==> config.mk <==
export PLATFORM = sky130hd
export DESIGN_NAME = percent_decode_validating
export DESIGN_NICKNAME = d
export VERILOG_FILES = /design/src/pdv_pkg.sv /design/src/pdv_front.sv /design/src/pdv_queue.sv /design/src/pdv_back.sv /design/src/percent_decode_validating.sv
export SDC_FILE = /design/constraint.sdc
export NUM_CORES = 1
export LEC_CHECK = 0
export BUFFER_PORTS_ARGS = -buffer_cell sky130_fd_sc_hd__buf_2
export CORE_MARGIN = 5
export CORE_UTILIZATION = 32
export CTS_CLUSTER_SIZE = 14
export DETAILED_ROUTE_END_ITERATION = 8
export PLACE_DENSITY_LB_ADDON = 0.12
export SYNTH_ARGS = -nofsm -noshare
export SYNTH_HDL_FRONTEND = slang
export SYNTH_HIERARCHICAL = 1
export SYNTH_SLANG_ARGS = --single-unit
==> constraint.sdc <==
create_clock -name clk -period 6.1 [get_ports clk]
set_input_delay 1.83 -clock clk [delete_from_list [all_inputs] [get_ports clk]]
set_output_delay 1.83 -clock clk [all_outputs]
set_load 0.005 [all_outputs]
==> src/pdv_pkg.sv <==
// ----------------------------------------------------------------------------
// pdv_pkg
// Shared types and constants for the validating percent decoder.
// ----------------------------------------------------------------------------
`timescale 1ns / 1ps

package pdv_pkg;

	localparam int COUNT_WIDTH_DEF = 16;
	localparam int QUEUE_DEPTH_DEF = 4;
	localparam int OUT_COUNT_W     = 16;

	localparam logic [7:0] CH_QMARK  = 8'h3f;
	localparam logic [7:0] CH_PCT    = 8'h25;
	localparam logic [7:0] CH_ZERO   = 8'h30;
	localparam logic [7:0] CH_NINE   = 8'h39;
	localparam logic [7:0] CH_LOW_A  = 8'h61;
	localparam logic [7:0] CH_LOW_F  = 8'h66;
	localparam logic [7:0] CASE_BIT  = 8'h20;
	localparam logic [7:0] RANGE_LO  = 8'h25;
	localparam logic [7:0] RANGE_HI  = 8'h7f;
	localparam logic [7:0] NUL_BYTE  = 8'h00;

	localparam int MODE_URI   = 0;
	localparam int MODE_REDIR = 1;

	typedef enum logic [1:0] {
		PH_USUAL  = 2'd0,
		PH_FIRST  = 2'd1,
		PH_SECOND = 2'd2
	} phase_t;

	typedef struct packed {
		logic [7:0] in_byte;
		logic       in_last;
	} in_word_t;

	typedef struct packed {
		logic [7:0]             out_byte;
		logic                   byte_valid;
		logic                   end_of_string;
		logic [OUT_COUNT_W-1:0] anomaly_count;
	} out_word_t;

	// one decoded item: up to three bytes in emit order
	typedef struct packed {
		logic [2:0][7:0]        bytes;
		logic [1:0]             n;
		logic                   last;
		logic [OUT_COUNT_W-1:0] cnt;
	} job_t;

endpackage

==> src/pdv_front.sv <==
// ----------------------------------------------------------------------------
// pdv_front
// Accepts raw bytes, tracks escape state and builds the bytes of each word.
// ----------------------------------------------------------------------------
`timescale 1ns / 1ps

module pdv_front #(
	parameter int COUNT_WIDTH = pdv_pkg::COUNT_WIDTH_DEF
) (
	input  logic             clk,
	input  logic             arst_n,
	input  logic             cfg_we,
	input  logic [1:0]       cfg_wdata,
	input  logic             accept,
	input  pdv_pkg::in_word_t in_word,
	output pdv_pkg::job_t    job,
	output logic             job_vld
);

	localparam int WW = (COUNT_WIDTH > pdv_pkg::OUT_COUNT_W) ? COUNT_WIDTH :
		pdv_pkg::OUT_COUNT_W;
	localparam logic [COUNT_WIDTH-1:0] CNT_MAX = {COUNT_WIDTH{1'b1}};

	logic [1:0]             mode_q;
	pdv_pkg::phase_t        phase_q;
	logic [3:0]             nib_q;
	logic [7:0]             raw_q;
	logic                   stop_q;
	logic [COUNT_WIDTH-1:0] anom_q;

	pdv_pkg::phase_t        nxt_phase;
	logic [3:0]             nxt_nib;
	logic [7:0]             nxt_raw;
	logic                   nxt_stop;
	logic [2:0][7:0]        raw;
	logic [1:0]             n;
	logic                   bad;

	logic [7:0]             b;
	logic [7:0]             lc;
	logic                   is_dig;
	logic                   is_let;
	logic [3:0]             nib;
	logic [7:0]             v;
	logic                   in_rng;
	logic [7:0]             fch;
	logic                   uri;
	logic                   redir;
	logic [2:0]             inc;
	logic [COUNT_WIDTH:0]   sum;
	logic [COUNT_WIDTH-1:0] nxt_anom;
	logic [WW-1:0]          anom_ext;

	assign b      = in_word.in_byte;
	assign lc     = b | pdv_pkg::CASE_BIT;
	assign is_dig = (b >= pdv_pkg::CH_ZERO) && (b <= pdv_pkg::CH_NINE);
	assign is_let = (lc >= pdv_pkg::CH_LOW_A) && (lc <= pdv_pkg::CH_LOW_F);
	assign nib    = is_dig ? b[3:0] : (lc[3:0] + 4'd9);
	assign v      = {nib_q, nib};
	assign in_rng = (v > pdv_pkg::RANGE_LO) && (v < pdv_pkg::RANGE_HI);
	assign fch    = (nib_q < 4'd10) ? (pdv_pkg::CH_ZERO + {4'h0, nib_q}) :
		(pdv_pkg::CH_LOW_A + {4'h0, nib_q - 4'd10});
	assign uri    = mode_q[pdv_pkg::MODE_URI];
	assign redir  = mode_q[pdv_pkg::MODE_REDIR];

	always_comb begin
		raw       = '0;
		n         = 2'd0;
		bad       = 1'b0;
		nxt_phase = phase_q;
		nxt_nib   = nib_q;
		nxt_raw   = raw_q;
		nxt_stop  = stop_q;
		if (!stop_q) begin
			case (phase_q)
				pdv_pkg::PH_FIRST: begin
					if (is_dig || is_let) begin
						nxt_nib   = nib;
						nxt_raw   = b;
						nxt_phase = pdv_pkg::PH_SECOND;
					end else begin
						bad       = 1'b1;
						raw[0]    = pdv_pkg::CH_PCT;
						raw[1]    = b;
						n         = 2'd2;
						nxt_phase = pdv_pkg::PH_USUAL;
					end
				end
				pdv_pkg::PH_SECOND: begin
					nxt_phase = pdv_pkg::PH_USUAL;
					if (is_dig) begin
						if (redir && !in_rng) begin
							raw = {b, raw_q, pdv_pkg::CH_PCT};
							n   = 2'd3;
						end else begin
							raw[0] = v;
							n      = 2'd1;
						end
					end else if (is_let) begin
						if (uri) begin
							raw[0]   = v;
							n        = 2'd1;
							nxt_stop = (v == pdv_pkg::CH_QMARK);
						end else if (redir) begin
							if (v == pdv_pkg::CH_QMARK) begin
								raw[0]   = v;
								n        = 2'd1;
								nxt_stop = 1'b1;
							end else if (in_rng) begin
								raw[0] = v;
								n      = 2'd1;
							end else begin
								raw = {b, raw_q, pdv_pkg::CH_PCT};
								n   = 2'd3;
							end
						end else begin
							raw[0] = v;
							n      = 2'd1;
						end
					end else begin
						raw = {b, fch, pdv_pkg::CH_PCT};
						n   = 2'd3;
						bad = 1'b1;
					end
				end
				default: begin
					nxt_phase = pdv_pkg::PH_USUAL;
					if ((b == pdv_pkg::CH_QMARK) && (uri || redir)) begin
						raw[0]   = b;
						n        = 2'd1;
						nxt_stop = 1'b1;
					end else if (b == pdv_pkg::CH_PCT) begin
						nxt_phase = pdv_pkg::PH_FIRST;
					end else begin
						raw[0] = b;
						n      = 2'd1;
					end
				end
			endcase
		end
	end

	// null bytes become '0' and count as anomalies
	always_comb begin
		inc = {2'b00, bad};
		for (int i = 0; i < 3; i++) begin
			if ((2'(i) < n) && (raw[i] == pdv_pkg::NUL_BYTE)) begin
				inc = inc + 3'd1;
			end
		end
	end

	assign sum      = {1'b0, anom_q} + (COUNT_WIDTH + 1)'(inc);
	assign nxt_anom = sum[COUNT_WIDTH] ? CNT_MAX : sum[COUNT_WIDTH-1:0];
	assign anom_ext = WW'(nxt_anom);

	always_comb begin
		for (int i = 0; i < 3; i++) begin
			job.bytes[i] = (raw[i] == pdv_pkg::NUL_BYTE) ? pdv_pkg::CH_ZERO : raw[i];
		end
		job.n    = n;
		job.last = in_word.in_last;
		job.cnt  = (anom_ext > WW'({pdv_pkg::OUT_COUNT_W{1'b1}})) ?
			{pdv_pkg::OUT_COUNT_W{1'b1}} : anom_ext[pdv_pkg::OUT_COUNT_W-1:0];
	end

	assign job_vld = accept && ((n != 2'd0) || in_word.in_last);

	always_ff @(posedge clk or negedge arst_n) begin
		if (!arst_n) begin
			mode_q  <= '0;
			phase_q <= pdv_pkg::PH_USUAL;
			nib_q   <= '0;
			raw_q   <= '0;
			stop_q  <= 1'b0;
			anom_q  <= '0;
		end else begin
			if (cfg_we) begin
				mode_q <= cfg_wdata;
			end
			if (accept) begin
				if (in_word.in_last) begin
					phase_q <= pdv_pkg::PH_USUAL;
					nib_q   <= '0;
					raw_q   <= '0;
					stop_q  <= 1'b0;
					anom_q  <= '0;
				end else begin
					phase_q <= nxt_phase;
					nib_q   <= nxt_nib;
					raw_q   <= nxt_raw;
					stop_q  <= nxt_stop;
					anom_q  <= nxt_anom;
				end
			end
		end
	end

endmodule

==> src/pdv_queue.sv <==
// ----------------------------------------------------------------------------
// pdv_queue
// Short first-in first-out queue of decoded items between front and back.
// ----------------------------------------------------------------------------
`timescale 1ns / 1ps

module pdv_queue #(
	parameter int QUEUE_DEPTH = pdv_pkg::QUEUE_DEPTH_DEF
) (
	input  logic          clk,
	input  logic          arst_n,
	input  logic          wr,
	input  pdv_pkg::job_t wr_job,
	input  logic          rd,
	output pdv_pkg::job_t rd_job,
	output logic          full,
	output logic          nonempty
);

	localparam int AW = (QUEUE_DEPTH > 1) ? $clog2(QUEUE_DEPTH) : 1;
	localparam int CW = $clog2(QUEUE_DEPTH + 1);
	localparam logic [AW-1:0] LAST_IDX = AW'(QUEUE_DEPTH - 1);

	pdv_pkg::job_t   mem_q [QUEUE_DEPTH];
	logic [AW-1:0]   wp_q;
	logic [AW-1:0]   rp_q;
	logic [CW-1:0]   cnt_q;
	logic            do_wr;
	logic            do_rd;

	assign full     = (cnt_q == CW'(QUEUE_DEPTH));
	assign nonempty = (cnt_q != '0);
	assign do_wr    = wr && !full;
	assign do_rd    = rd && nonempty;
	assign rd_job   = mem_q[rp_q];

	always_ff @(posedge clk) begin
		if (do_wr) begin
			mem_q[wp_q] <= wr_job;
		end
	end

	always_ff @(posedge clk or negedge arst_n) begin
		if (!arst_n) begin
			wp_q  <= '0;
			rp_q  <= '0;
			cnt_q <= '0;
		end else begin
			if (do_wr) begin
				wp_q <= (wp_q == LAST_IDX) ? '0 : wp_q + 1'b1;
			end
			if (do_rd) begin
				rp_q <= (rp_q == LAST_IDX) ? '0 : rp_q + 1'b1;
			end
			if (do_wr && !do_rd) begin
				cnt_q <= cnt_q + 1'b1;
			end else if (do_rd && !do_wr) begin
				cnt_q <= cnt_q - 1'b1;
			end
		end
	end

endmodule

==> src/pdv_back.sv <==
// ----------------------------------------------------------------------------
// pdv_back
// Walks the bytes of each queued item and presents them one word at a time.
// ----------------------------------------------------------------------------
`timescale 1ns / 1ps

module pdv_back (
	input  logic               clk,
	input  logic               arst_n,
	input  pdv_pkg::job_t      head,
	input  logic               head_vld,
	output logic               head_rd,
	input  logic               pop,
	output logic               empty,
	output pdv_pkg::out_word_t out_word
);

	pdv_pkg::job_t cur_q;
	logic          cur_vld_q;
	logic [1:0]    idx_q;
	logic          at_end;
	logic          take;

	assign at_end  = (cur_q.n == 2'd0) || (idx_q == (cur_q.n - 2'd1));
	assign take    = !cur_vld_q || (pop && at_end);
	assign head_rd = take && head_vld;
	assign empty   = !cur_vld_q;

	always_comb begin
		out_word.byte_valid    = (cur_q.n != 2'd0);
		out_word.out_byte      = out_word.byte_valid ? cur_q.bytes[idx_q] : '0;
		out_word.end_of_string = cur_q.last && at_end;
		out_word.anomaly_count = out_word.end_of_string ? cur_q.cnt : '0;
	end

	always_ff @(posedge clk) begin
		if (take) begin
			cur_q <= head;
		end
	end

	always_ff @(posedge clk or negedge arst_n) begin
		if (!arst_n) begin
			cur_vld_q <= 1'b0;
			idx_q     <= '0;
		end else if (take) begin
			cur_vld_q <= head_vld;
			idx_q     <= '0;
		end else if (pop) begin
			idx_q <= idx_q + 2'd1;
		end
	end

endmodule

==> src/percent_decode_validating.sv <==
// ----------------------------------------------------------------------------
// percent_decode_validating
// Path: an accepted byte's item is written into the item queue and loaded into
// the back end's current-item register, whose contents drive the outputs.
// Throughput: one byte per cycle; an item yielding k bytes holds the back end
// for k pops, and the front stalls once the item queue fills.
// Reset: asynchronous, clears the mode register, escape state and queues.
// ----------------------------------------------------------------------------
`timescale 1ns / 1ps

module percent_decode_validating #(
	parameter int COUNT_WIDTH = pdv_pkg::COUNT_WIDTH_DEF,
	parameter int QUEUE_DEPTH = pdv_pkg::QUEUE_DEPTH_DEF
) (
	input  logic               clk,
	input  logic               arst_n,
	input  logic               cfg_we,
	input  logic [1:0]         cfg_wdata,
	input  logic               push,
	output logic               full,
	input  pdv_pkg::in_word_t  in_word,
	output logic               empty,
	input  logic               pop,
	output pdv_pkg::out_word_t out_word
);

	pdv_pkg::job_t f_job;
	logic          f_vld;
	pdv_pkg::job_t q_head;
	logic          q_nonempty;
	logic          q_rd;
	logic          accept;

	assign accept = push && !full;

	pdv_front #(
		.COUNT_WIDTH(COUNT_WIDTH)
	) u_front (
		.clk      (clk),
		.arst_n   (arst_n),
		.cfg_we   (cfg_we),
		.cfg_wdata(cfg_wdata),
		.accept   (accept),
		.in_word  (in_word),
		.job      (f_job),
		.job_vld  (f_vld)
	);

	pdv_queue #(
		.QUEUE_DEPTH(QUEUE_DEPTH)
	) u_queue (
		.clk     (clk),
		.arst_n  (arst_n),
		.wr      (f_vld),
		.wr_job  (f_job),
		.rd      (q_rd),
		.rd_job  (q_head),
		.full    (full),
		.nonempty(q_nonempty)
	);

	pdv_back u_back (
		.clk     (clk),
		.arst_n  (arst_n),
		.head    (q_head),
		.head_vld(q_nonempty),
		.head_rd (q_rd),
		.pop     (pop),
		.empty   (empty),
		.out_word(out_word)
	);

	a_count_only_at_end: assert property (@(posedge clk) disable iff (!arst_n)
		(!empty && !out_word.end_of_string) |-> (out_word.anomaly_count == '0))
		else $error("anomaly count shown before end of string");

	a_empty_word_ends: assert property (@(posedge clk) disable iff (!arst_n)
		(!empty && !out_word.byte_valid) |-> out_word.end_of_string)
		else $error("word without byte does not end a string");

	a_no_null_out: assert property (@(posedge clk) disable iff (!arst_n)
		(!empty && out_word.byte_valid) |-> (out_word.out_byte != 8'h00))
		else $error("null byte reached the output");

endmodule

==> impl_metrics.env, run 1 <==
export IMPL_outcome="complete, but fails checks"
export IMPL_violations="negative setup slack"
export IMPL_antenna_found_initial=0
export IMPL_p_per_area_mw_per_mm2=379
export IMPL_critical_path_startpoint="in_word[4]"
export IMPL_relSlewSlack=0.452
export IMPL_vdd_drop_max_uv=283
export IMPL_r2r_start="u_front/nib_q[1]$_DFFE_PN0P_"
export IMPL_drt_wl_total_mm=29.3
export IMPL_clk_path_buf_depth=3
export IMPL_cts_sinks=258
export IMPL_finClkSkew_ns=0.0173
export IMPL_clk_pin_slew_ns=0.05
export IMPL_synth_edf_count=215
export IMPL_synth_cell_types=90
export IMPL_avgViaCountPerCell=5.04
export IMPL_grt_overflow=0
export IMPL_htreeDepth=1
export IMPL_grt_pass1_vias=7714
export IMPL_fin_crit_sh=1.13
export IMPL_core_area_mm2=0.0367
export IMPL_rsz0062_at_grt="true"
export IMPL_row_count=70
export IMPL_crit_path_start_kind="input pin"
export IMPL_synth_seq_cells=258
export IMPL_yosys_top_cells_area="edfxtp_1 (54%), dfrtp_1 (9.0%), mux4_2 (7.2%)"
export IMPL_crit_buf_inv=3
export IMPL_holdPathStages=1
export IMPL_crit_top_cell="and3_4"
export IMPL_multi_input_area_mm2=0.00451
export IMPL_fin_crit_ns=6.89
export IMPL_cts_buffers=29
export IMPL_worstHoldStart="u_queue/cnt_q[2]$_DFFE_PN0P_"
export IMPL_critPathKind="input pin to flop"
export IMPL_leakagePower_uw=0.00561
export IMPL_synth_top_area_cell="edfxtp_1"
export IMPL_hp_class="flop to flop"
export IMPL_root_buffer="clkbuf_16"
export IMPL_grt_max_degree=44
export IMPL_n_fill_cell=3388
export IMPL_seq_area_mm2=0.00753
export IMPL_crit_path_top_delay_cell="or4b_4"
export IMPL_syn_avg_cell_area_um2=14.5
export IMPL_synth_yosys_seq_area_share=0.633
export IMPL_holdWs_ns=0.495
export IMPL_grt_pass1_wl_mm=46.1
export IMPL_yosys_warnings=6
export IMPL_place_gp_congestion=0.826
export IMPL_tritoncts="done"
export IMPL_routedWlPerCell_um=19.8
export IMPL_firstDrtPassIters=5
export IMPL_setup_viol=80
export IMPL_diodes=0
export IMPL_synth_top_area_share=0.542
export IMPL_io_pins=44
export IMPL_dp_cells=1409
export IMPL_synth_ff_type="edfxtp_1"
export IMPL_reg2reg_depth=27
export IMPL_async_flop_share=0.167
export IMPL_path_max_fanout=5
export IMPL_worst_pin_slew_ns=0.822
export IMPL_grt_usage=0.142
export IMPL_synth_nets=861
export IMPL_setup_ws_ns=-0.793
export IMPL_vias=7454
export IMPL_ant_nets=0
export IMPL_cap_violations=0
export IMPL_hold_violations=0
export IMPL_final_cells=1479
export IMPL_fmax_mhz=145
export IMPL_insertion_delay_ns=0.55
export IMPL_dp_hpwl_mm=19.4
export IMPL_critical_path_arrival_ns=7.36
export IMPL_final_cell_mix="edfxtp_1 (215), buf_4 (121), nand2_1 (57)"
export IMPL_critPathMaxStageDelay_ns=0.52
export IMPL_syn_inst=819
export IMPL_drive_gt1_frac=0.364
export IMPL_dieArea_mm2=0.0411
export IMPL_final_common_cell="edfxtp_1"
export IMPL_final_max_slew_viol_count=0
export IMPL_area_growth_pct=26.7
export IMPL_end_kind="flop"
export IMPL_fp_dieH_um=203
export IMPL_port_buffer_count=43
export IMPL_start_util=0.324
export IMPL_crit_required_ns=6.57
export IMPL_netlist_area_mm2=0.0119
export IMPL_dieWidth_um=203
export IMPL_crit_cells=28
export IMPL_drc=0
export IMPL_critical_path_top_delay_family="simple AND/OR/NAND/NOR gates"
export IMPL_drt_iter0_markers=411
export IMPL_layout_nets=1031
==> per-stage QoR <==
step / cell area, um2 / utilization / setup TNS (ns) / setup slack, ns / total power [uW]
after floorplan: 12200 / - / -110.29 / -1.51 / 3640
after global placement: 13600 / 0.372 / -121.21 / -1.64 / 4130
after detailed placement: 13600 / 0.372 / -126.00 / -1.73 / 4140
after CTS: 14900 / 0.407 / -57.35 / -0.809 / 5840
after global routing: 15100 / 0.411 / -73.67 / -1.02 / 6070
final: 15100 / 0.411 / -55.60 / -0.793 / 5710
==> synth_stat cells (11+ instances only) <==
| cell type | instances |
|---|---|
| nand3_1 | 11 |
| edfxtp_1 | 215 |
| ha_1 | 24 |
| nand2_1 | 66 |
| nor2_1 | 57 |
| o21ai_0 | 27 |
| clkbuf_1 | 26 |
| mux4_2 | 38 |
| a22o_1 | 21 |
| and2_1 | 16 |
| dfrtp_1 | 43 |
| a21oi_1 | 46 |
| inv_1 | 30 |
==> worst register-to-register path: cells and delay by family (launching register included) <==
family	cells	cell delay, ns
compound gates	10	1.88
simple gates	10	1.71
fa+ha+maj	4	1.19
flops	1	0.45
buf+inv	2	0.31
xor+xnor	1	0.14
==> sequential cells by signal (all words and copies together), names as in the netlist, 3 cells and up <==
signal          cells
u_front/nib_q       4
u_queue/mem_q     172
u_back/cur_q       43
u_front/raw_q       8
u_queue/cnt_q       3
u_front/anom_q     16
==> per-layer routing <==
metal	share of wire	GRT usage
met5	0	0
met2	0.45	0.221
met1	0.49	0.209
met4	0.020	0.0371
met3	0.043	0.0222
==> logic make-up after synthesis <==
| group | count (synthesis) | synth area share |
|---|---|---|
| simple gates | 219 | 0.0981 |
| fa+ha+maj | 26 | 0.0286 |
| mux | 58 | 0.0963 |
| flops | 258 | 0.633 |
| xor+xnor | 19 | 0.0152 |
| compound gates | 165 | 0.0968 |
| buf+inv | 74 | 0.0321 |
==> report_power, final <==
part	internal, uW	total (uW)	switching, uW
clock network	988	1660	671
logic	646	1410	768
registers	2410	2640	227
total	4050	5710	1670
==> worst paths after layout <==
path / to / slack, ns
max reg2reg: u_front/anom_q[7]$_DFFE_PN0P_ / 0.34
max in group asynchronous: u_queue/rp_q[0]$_DFFE_PN0P_ / 4.25
max: u_front/anom_q[7]$_DFFE_PN0P_ / -0.79
min in group asynchronous: u_front/anom_q[12]$_DFFE_PN0P_ / 1.40
min reg2reg: u_queue/cnt_q[2]$_DFFE_PN0P_ / 0.50
min: u_queue/cnt_q[2]$_DFFE_PN0P_ / 0.50
==> timing repair <==
| item | 4_1_cts | 5_1_grt |
|---|---|---|
| pin swaps | 28 | 10 |
| resized for setup | 57 | 27 |
| hold buffers | 0 | 0 |
| setup endpoints to repair | 80 | 80 |
| setup buffers | 13 | 4 |
| cloned | 3 | 0 |
==> cell type report <==
cell class,instances,area share
inverter,30,0.00830
clock inverter,11,0.00772
multi-input combinational,487,0.299
sequential,258,0.500
timing repair buffer,183,0.0936
tap,468,0.0388
clock buffer,42,0.0527
Note: power is estimated with default switching activity, not from simulation.
==> run 2: changes to the inputs <==
--- a/config.mk
+++ b/config.mk
@@ -6,6 +6,8 @@
 export NUM_CORES = 1
 export LEC_CHECK = 0
 export BUFFER_PORTS_ARGS = -buffer_cell sky130_fd_sc_hd__buf_2
+export CELL_PAD_IN_SITES_DETAIL_PLACEMENT = 2
+export CELL_PAD_IN_SITES_GLOBAL_PLACEMENT = 2
 export CORE_MARGIN = 5
 export CORE_UTILIZATION = 32
 export CTS_CLUSTER_SIZE = 14
==> run 2 against run 1 <==
Count of clock-buffer cells in the layout shrank 5. Final cell count shrank 0.14%. Combinational power grew 9%. Wire length grew 20%. Clock skew shrank 0.0070 ns. Highest routed layer unchanged. Via count grew 3.5%. Register-to-register slack lost 0.26 ns. Utilization grew 0.14 points. Maximum frequency shrank 2.5%. The run still ends with negative setup slack left. Setup slack lost 0.17 ns.
==> impl_metrics.env, run 2 (synthesis gave the netlist of run 1 again) <==
export IMPL_row_count=70
export IMPL_core_area_mm2=0.0367
export IMPL_relSlewSlack=0.376
export IMPL_dieArea_mm2=0.0411
export IMPL_tritoncts="done"
export IMPL_grt_usage=0.171
export IMPL_internal_power_uw=4060
export IMPL_critPathMaxStageDelay_ns=0.53
export IMPL_cts_buffers=29
export IMPL_critical_path_arrival_ns=7.53
export IMPL_drt_wl_total_mm=35.2
export IMPL_seqPwrFrac=0.447
export IMPL_clkPwrFrac=0.289
export IMPL_dp_hpwl_mm=23.5
export IMPL_start_util=0.324
export IMPL_utilization=0.412
export IMPL_routedWlPerCell_um=23.8
export IMPL_setup_ws_ns=-0.968
export IMPL_violations="negative setup slack"
export IMPL_avgViaCountPerCell=5.22
export IMPL_final_common_cell="edfxtp_1"
export IMPL_clk_pin_slew_ns=0.06
export IMPL_dp_slack_ns=-1.89
export IMPL_insertion_delay_ns=0.54
export IMPL_hp_class="flop to flop"
export IMPL_vias=7717
export IMPL_rsz0062_at_grt="true"
export IMPL_critPathKind="input pin to flop"
export IMPL_finClkSkew_ns=0.0103
export IMPL_leakagePower_uw=0.00563
export IMPL_fin_crit_sh=1.16
export IMPL_fin_crit_ns=7.07
export IMPL_layout_nets=1030
export IMPL_n_fill_cell=3598
export IMPL_outcome="complete, but fails checks"
export IMPL_tns_ns=-67.56
export IMPL_fin_area_mm2=0.0151
export IMPL_final_cell_mix="edfxtp_1 (215), buf_4 (120), nand2_1 (56)"
export IMPL_firstDrtPassIters=5
export IMPL_top_regs="u_queue/mem_q (172), u_back/cur_q (43), u_front/anom_q (16)"
export IMPL_crit_path_start_kind="input pin"
export IMPL_vdd_drop_max_uv=248
export IMPL_drc=0
export IMPL_port_buffer_count=43
export IMPL_dieWidth_um=203
export IMPL_holdWs_ns=0.508
export IMPL_htreeDepth=1
export IMPL_cap_violations=0
export IMPL_antenna_found_initial=0
export IMPL_drt_iter0_markers=411
export IMPL_area_growth_pct=27.1
export IMPL_fmax_mhz=141
export IMPL_clk_path_buf_depth=3
export IMPL_crit_path_top_delay_cell="or4b_4"
export IMPL_crit_required_ns=6.56
export IMPL_p_switching_uw=1750
export IMPL_grt_pass1_vias=8930
export IMPL_worst_pin_slew_ns=0.937
export IMPL_place_gp_congestion=0.861
export IMPL_cts_sinks=258
export IMPL_diodes=0
export IMPL_grt_max_degree=47
export IMPL_grt_overflow=0
export IMPL_end_kind="flop"
export IMPL_hold_buffers=0
export IMPL_largest_register_ffs=172
export IMPL_io_pins=44
export IMPL_grt_pass1_wl_mm=54.9
export IMPL_path_max_fanout=9
export IMPL_fp_dieH_um=203
export IMPL_sw_frac_of_total=0.302
export IMPL_p_per_area_mw_per_mm2=384
export IMPL_root_buffer="clkbuf_16"
export IMPL_p_comb_frac=0.264
export IMPL_final_max_slew_viol_count=0
export IMPL_regMostFlops="u_queue/mem_q"
export IMPL_dpl_cell_area_mm2=0.0136
export IMPL_drive_gt1_frac=0.376
export IMPL_ant_nets=0
export IMPL_hold_violations=0
export IMPL_setup_viol=80
-- run 2: cell types whose count changed in the layout (fill, tap and decap cells not counted), moves of 2 or more --
| cell | before | now |
|---|---|---|
| clkinvlp_4 | 0 | 2 |
| clkbuf_1 | 11 | 5 |
| a31oi_2 | 0 | 2 |
| nand2_8 | 5 | 3 |
| ha_2 | 1 | 3 |
| o31ai_4 | 0 | 2 |
| inv_6 | 4 | 2 |
| clkinv_2 | 2 | 6 |
| a31oi_1 | 6 | 4 |
| buf_6 | 14 | 16 |
| nand2_2 | 1 | 3 |
| ha_1 | 20 | 18 |
| o31ai_2 | 2 | 0 |
-- run 2: layout make-up --
| class | instances | area (um2) | share of cell area |
|---|---|---|---|
| multi-input combinational | 487 | 4560 | 0.302 |
| inverter | 30 | 125 | 0.00827 |
| timing repair buffer | 182 | 1400 | 0.0926 |
| sequential | 258 | 7530 | 0.498 |
| tap | 468 | 586 | 0.0387 |
| clock buffer | 37 | 786 | 0.0519 |
| clock inverter | 15 | 134 | 0.00885 |
-- run 2: power by group through the flow --
stage / Clock (uW) / Combinational, uW / Sequential, uW
finish: 1680 / 1540 / 2600
global route: 1820 / 1690 / 2640
CTS: 1740 / 1590 / 2610
detailed placement: 0 / 1570 / 2640
global placement: 0 / 1510 / 2590
floorplan: 0 / 1100 / 2550
-- run 2: critical path, delay by kind of cell --
kind	cells	cell delay (ns)
simple gates	10	2.17
compound gates	11	1.70
fa+ha+maj	3	0.93
buf+inv	5	0.60
mux	1	0.29
-- run 2: path summary, 6_finish.rpt --
check                      cells after the start                          from  slack, ns                              to
setup / recovery                              30                    in_word[4]      -0.97   u_front/anom_q[4]$_DFFE_PN0P_
min in group asynchronous                      2                        arst_n       1.42  u_front/anom_q[13]$_DFFE_PN0P_
max in group asynchronous                      2                        arst_n       4.18     u_queue/rp_q[0]$_DFFE_PN0P_
hold reg to reg                                1  u_front/raw_q[5]$_DFFE_PN0P_       0.51    u_front/raw_q[5]$_DFFE_PN0P_
hold / removal                                 1  u_front/raw_q[5]$_DFFE_PN0P_       0.51    u_front/raw_q[5]$_DFFE_PN0P_
setup reg to reg                              29  u_front/nib_q[0]$_DFFE_PN0P_       0.08   u_front/anom_q[4]$_DFFE_PN0P_
-- run 2: stage by stage --
step	total power, uW	instances
3_5_place_dp	4210	1405
6_report	5810	1477
4_1_cts	5940	1472
5_1_grt	6150	1477
2_1_floorplan	3640	819
3_3_place_gp	4100	1405
-- run 2: timing repair --
| item | in CTS | in global routing |
|---|---|---|
| pin swaps | 40 | 24 |
| gates cloned | 2 | 0 |
| hold endpoints to repair | 0 | 0 |
| setup buffers | 14 | 6 |
| gates resized for setup | 74 | 22 |
| setup endpoints to repair | 80 | 80 |
-- run 2: per-layer routing --
layer  share of wire  up-vias  GRT usage
li1                -     3491          -
met4           0.014        0     0.0337
met2            0.50      117      0.300
met3           0.034       32     0.0225
met1            0.45     4077      0.230
met5               0        -          0
==> run 3: changes to the inputs <==
--- a/config.mk
+++ b/config.mk
@@ -5,6 +5,7 @@
 export SDC_FILE = /design/constraint.sdc
 export NUM_CORES = 1
 export LEC_CHECK = 0
+export ABC_AREA = 1
 export BUFFER_PORTS_ARGS = -buffer_cell sky130_fd_sc_hd__buf_2
 export CELL_PAD_IN_SITES_DETAIL_PLACEMENT = 2
 export CELL_PAD_IN_SITES_GLOBAL_PLACEMENT = 2
==> run 3 against run 2 <==
Non-clock buffer count up 47. Synthesized cell count grew 48%. Maximum frequency fell by 1.4%. Wire length is 15% higher. Setup slack worse by 0.10 ns. Utilization up 0.47 points. Power is 8.8% higher. Critical endpoint is now u_front/anom_q[5]$_DFFE_PN0P_. Clock power rose by 4%. Via count grew 22%. Worst hold slack got worse by 0.0019 ns. The flow still finishes with violations (negative setup slack). Largest power group unchanged. Sequential power increased by 6%. Final cell count rose by 34%.
==> impl_metrics.env, run 3 <==
export IMPL_synth_most_common_cell="nand2_1"
export IMPL_grt_pass1_vias=10400
export IMPL_grt_pass1_wl_mm=62.3
export IMPL_netlist_area_mm2=0.0125
export IMPL_yosys_top_cells_area="edfxtp_1 (52%), dfrtp_1 (8.6%), nand2_1 (8.2%)"
export IMPL_power_uw=6330
export IMPL_cts_sinks=258
export IMPL_drt_iter0_markers=315
export IMPL_io_pins=44
export IMPL_violations="negative setup slack"
export IMPL_fp_dieH_um=207
export IMPL_routedWlPerCell_um=20.4
export IMPL_synth_cell_types=51
export IMPL_regToRegSetupSlack_ns=0.05
export IMPL_htreeDepth=1
export IMPL_final_common_cell="nand2_1"
export IMPL_leakagePower_uw=0.00689
export IMPL_cts_buffers=31
export IMPL_layout_nets=1473
export IMPL_clk_path_buf_depth=3
export IMPL_fmax_mhz=139
export IMPL_dp_cells=1853
export IMPL_yosys_warnings=6
export IMPL_critPathMaxStageDelay_ns=0.28
export IMPL_crit_top_cell="buf_4"
export IMPL_port_buffer_count=43
export IMPL_drive_gt1_frac=0.295
export IMPL_core_area_mm2=0.0386
export IMPL_worstHoldStart="u_front/anom_q[2]$_DFFE_PN0P_"
export IMPL_regMostFlops="u_queue/mem_q"
export IMPL_synth_seq_cells=258
export IMPL_antenna_found_initial=0
export IMPL_critical_path_top_delay_family="simple AND/OR/NAND/NOR gates"
export IMPL_fin_crit_sh=1.18
export IMPL_worst_pin_slew_ns=1.08
export IMPL_crit_required_ns=6.54
export IMPL_holdPathStages=2
export IMPL_ant_nets=0
export IMPL_async_flop_share=0.167
export IMPL_clkPwrFrac=0.275
export IMPL_dp_hpwl_mm=25.9
export IMPL_final_max_slew_viol_count=0
export IMPL_place_gp_congestion=0.806
export IMPL_synth_ff_type="edfxtp_1"
export IMPL_row_count=72
export IMPL_finClkSkew_ns=0.0151
export IMPL_p_switching_uw=2270
export IMPL_end_kind="flop"
export IMPL_tritoncts="done"
export IMPL_dp_slack_ns=-1.49
export IMPL_synth_common_cells="nand2_1 (272), edfxtp_1 (215), inv_1 (213), o211ai_1 (87), nor2_1 (68)"
export IMPL_seqPwrFrac=0.436
export IMPL_start_util=0.323
export IMPL_setup_viol=88
export IMPL_syn_inst=1214
export IMPL_crit_path_top_delay_cell="ha_4"
export IMPL_setup_ws_ns=-1.07
export IMPL_reg2reg_depth=42
export IMPL_dieWidth_um=207
export IMPL_outcome="complete, but fails checks"
export IMPL_hp_class="flop to flop"
export IMPL_cap_violations=0
export IMPL_clk_pin_slew_ns=0.06
export IMPL_grt_max_degree=106
export IMPL_vias=9424
export IMPL_synth_yosys_seq_area_share=0.604
export IMPL_critical_path_arrival_ns=7.61
export IMPL_area_growth_pct=29.2
export IMPL_synth_top_area_share=0.518
export IMPL_final_cells=1974
export IMPL_vdd_drop_max_uv=265
export IMPL_top_regs="u_queue/mem_q (172), u_back/cur_q (43), u_front/anom_q (16)"
export IMPL_syn_avg_cell_area_um2=10.3
export IMPL_dieArea_mm2=0.0430
export IMPL_fin_crit_ns=7.17
export IMPL_hold_violations=0
export IMPL_firstDrtPassIters=5
export IMPL_root_buffer="clkbuf_16"
export IMPL_timing_rr_end="u_front/anom_q[5]$_DFFE_PN0P_"
export IMPL_sw_frac_of_total=0.358
export IMPL_hold_path_end="u_front/anom_q[2]$_DFFE_PN0P_"
export IMPL_avgViaCountPerCell=4.77
export IMPL_critPathKind="input pin to flop"
export IMPL_p_per_area_mw_per_mm2=393
export IMPL_diodes=0
export IMPL_grt_usage=0.182
export IMPL_synth_top_area_cell="edfxtp_1"
export IMPL_synth_edf_count=215
export IMPL_p_comb_frac=0.289
export IMPL_rsz0062_at_grt="true"
export IMPL_largest_register_ffs=172
export IMPL_insertion_delay_ns=0.58
export IMPL_drc=0
export IMPL_internal_power_uw=4060
export IMPL_synth_nets=1256
export IMPL_drt_wl_total_mm=40.4
export IMPL_crit_buf_inv=16
export IMPL_relSlewSlack=0.281
export IMPL_final_cell_mix="nand2_1 (256), edfxtp_1 (215), inv_1 (190)"
export IMPL_grt_overflow=0
export IMPL_path_max_fanout=5
export IMPL_r2r_start="u_front/nib_q[0]$_DFFE_PN0P_"
export IMPL_crit_path_start_kind="input pin"
run 3: cell count changes after synthesis, moves of 21 or more:
| cell | before | now |
|---|---|---|
| nand3_1 | 11 | 32 |
| o211ai_1 | 2 | 87 |
| a22o_1 | 21 | 0 |
| nand2_1 | 66 | 272 |
| mux4_2 | 38 | 0 |
| a21oi_1 | 46 | 23 |
| inv_1 | 30 | 213 |
run 3: cell families (layout without fill, tap and decap cells):
group	Yosys count	in the layout	share of synthesized area
simple gates	458	458	0.174
compound gates	189	189	0.0977
buf+inv	270	512	0.0882
flops	258	258	0.604
fa+ha+maj	26	26	0.0273
xor+xnor	13	13	0.00913
run 3: final cells by class:
| type | count | area (um2) |
|---|---|---|
| clock buffers | 35 | 801 |
| clock inverters | 23 | 159 |
| fillers | 4043 | 22500 |
| inverters | 225 | 873 |
| multi-input cells | 686 | 4300 |
| flip-flops and latches | 258 | 7540 |
| well taps | 518 | 648 |
| repair buffers | 229 | 1800 |
run 3: worst max path at each step:
| stage | startpoint | endpoint | slack (ns) | cells after the start |
|---|---|---|---|---|
| 5_1_grt | in_word[2] | u_queue/mem_q[1][15]$_DFFE_PP_ | -1.37 | 46 |
| 3_5_place_dp | in_word[1] | u_queue/mem_q[3][15]$_DFFE_PP_ | -1.49 | 47 |
| 2_1_floorplan | in_word[2] | u_queue/mem_q[0][15]$_DFFE_PP_ | -0.67 | 48 |
| 3_3_place_gp | in_word[1] | u_queue/mem_q[0][15]$_DFFE_PP_ | -1.16 | 48 |
| 6_report | in_word[2] | u_front/anom_q[5]$_DFFE_PN0P_ | -1.07 | 48 |
| 4_1_cts | in_word[2] | u_queue/mem_q[3][15]$_DFFE_PP_ | -0.45 | 49 |
run 3: layer usage:
layer,vias up,wire [um],track usage
met4,0,717,0.0374
met2,132,20500,0.321
li1,4486,-,-
met1,4762,17900,0.242
met3,44,1210,0.0240
met5,-,0,0
run 3: power groups by stage:
stage | Clock [uW] | Sequential, uW | Combinational, uW
after floorplan | 0 | 2630 | 1270
after global placement | 0 | 2770 | 1790
after detailed placement | 0 | 2800 | 1860
after CTS | 1790 | 2770 | 1880
after global routing | 1880 | 2810 | 2050
final | 1740 | 2760 | 1830
run 3: worst reg2reg max path, delay by kind of cell (launching register included):
family                     cells  cell delay, ns
adders and majority gates      3            0.68
and+or+nand+nor               19            2.15
AOI/OAI and AO/OA              5            0.75
DFF                            1            0.41
buffers and inverters         15            1.96
run 3: per-stage QoR:
| step | TNS [ns] | cell area, um2 | hold slack [ns] | util |
|---|---|---|---|---|
| floorplan | -26.57 | 12600 | 0.459 | - |
| global placement | -66.69 | 14300 | 0.474 | 0.369 |
| detailed placement | -94.65 | 14300 | 0.491 | 0.369 |
| CTS | -14.89 | 15900 | 0.508 | 0.411 |
| global route | -79.23 | 16100 | 0.535 | 0.417 |
| finish | -55.93 | 16100 | 0.506 | 0.417 |
run 3: timing repair:
item / CTS / global route
endpoints found under the setup margin: 80 / 88
buffers inserted: 53 / 12
resized for setup: 88 / 38
hold buffers: 0 / 0
endpoints found under the hold margin: 0 / 0
pin swaps: 21 / 26
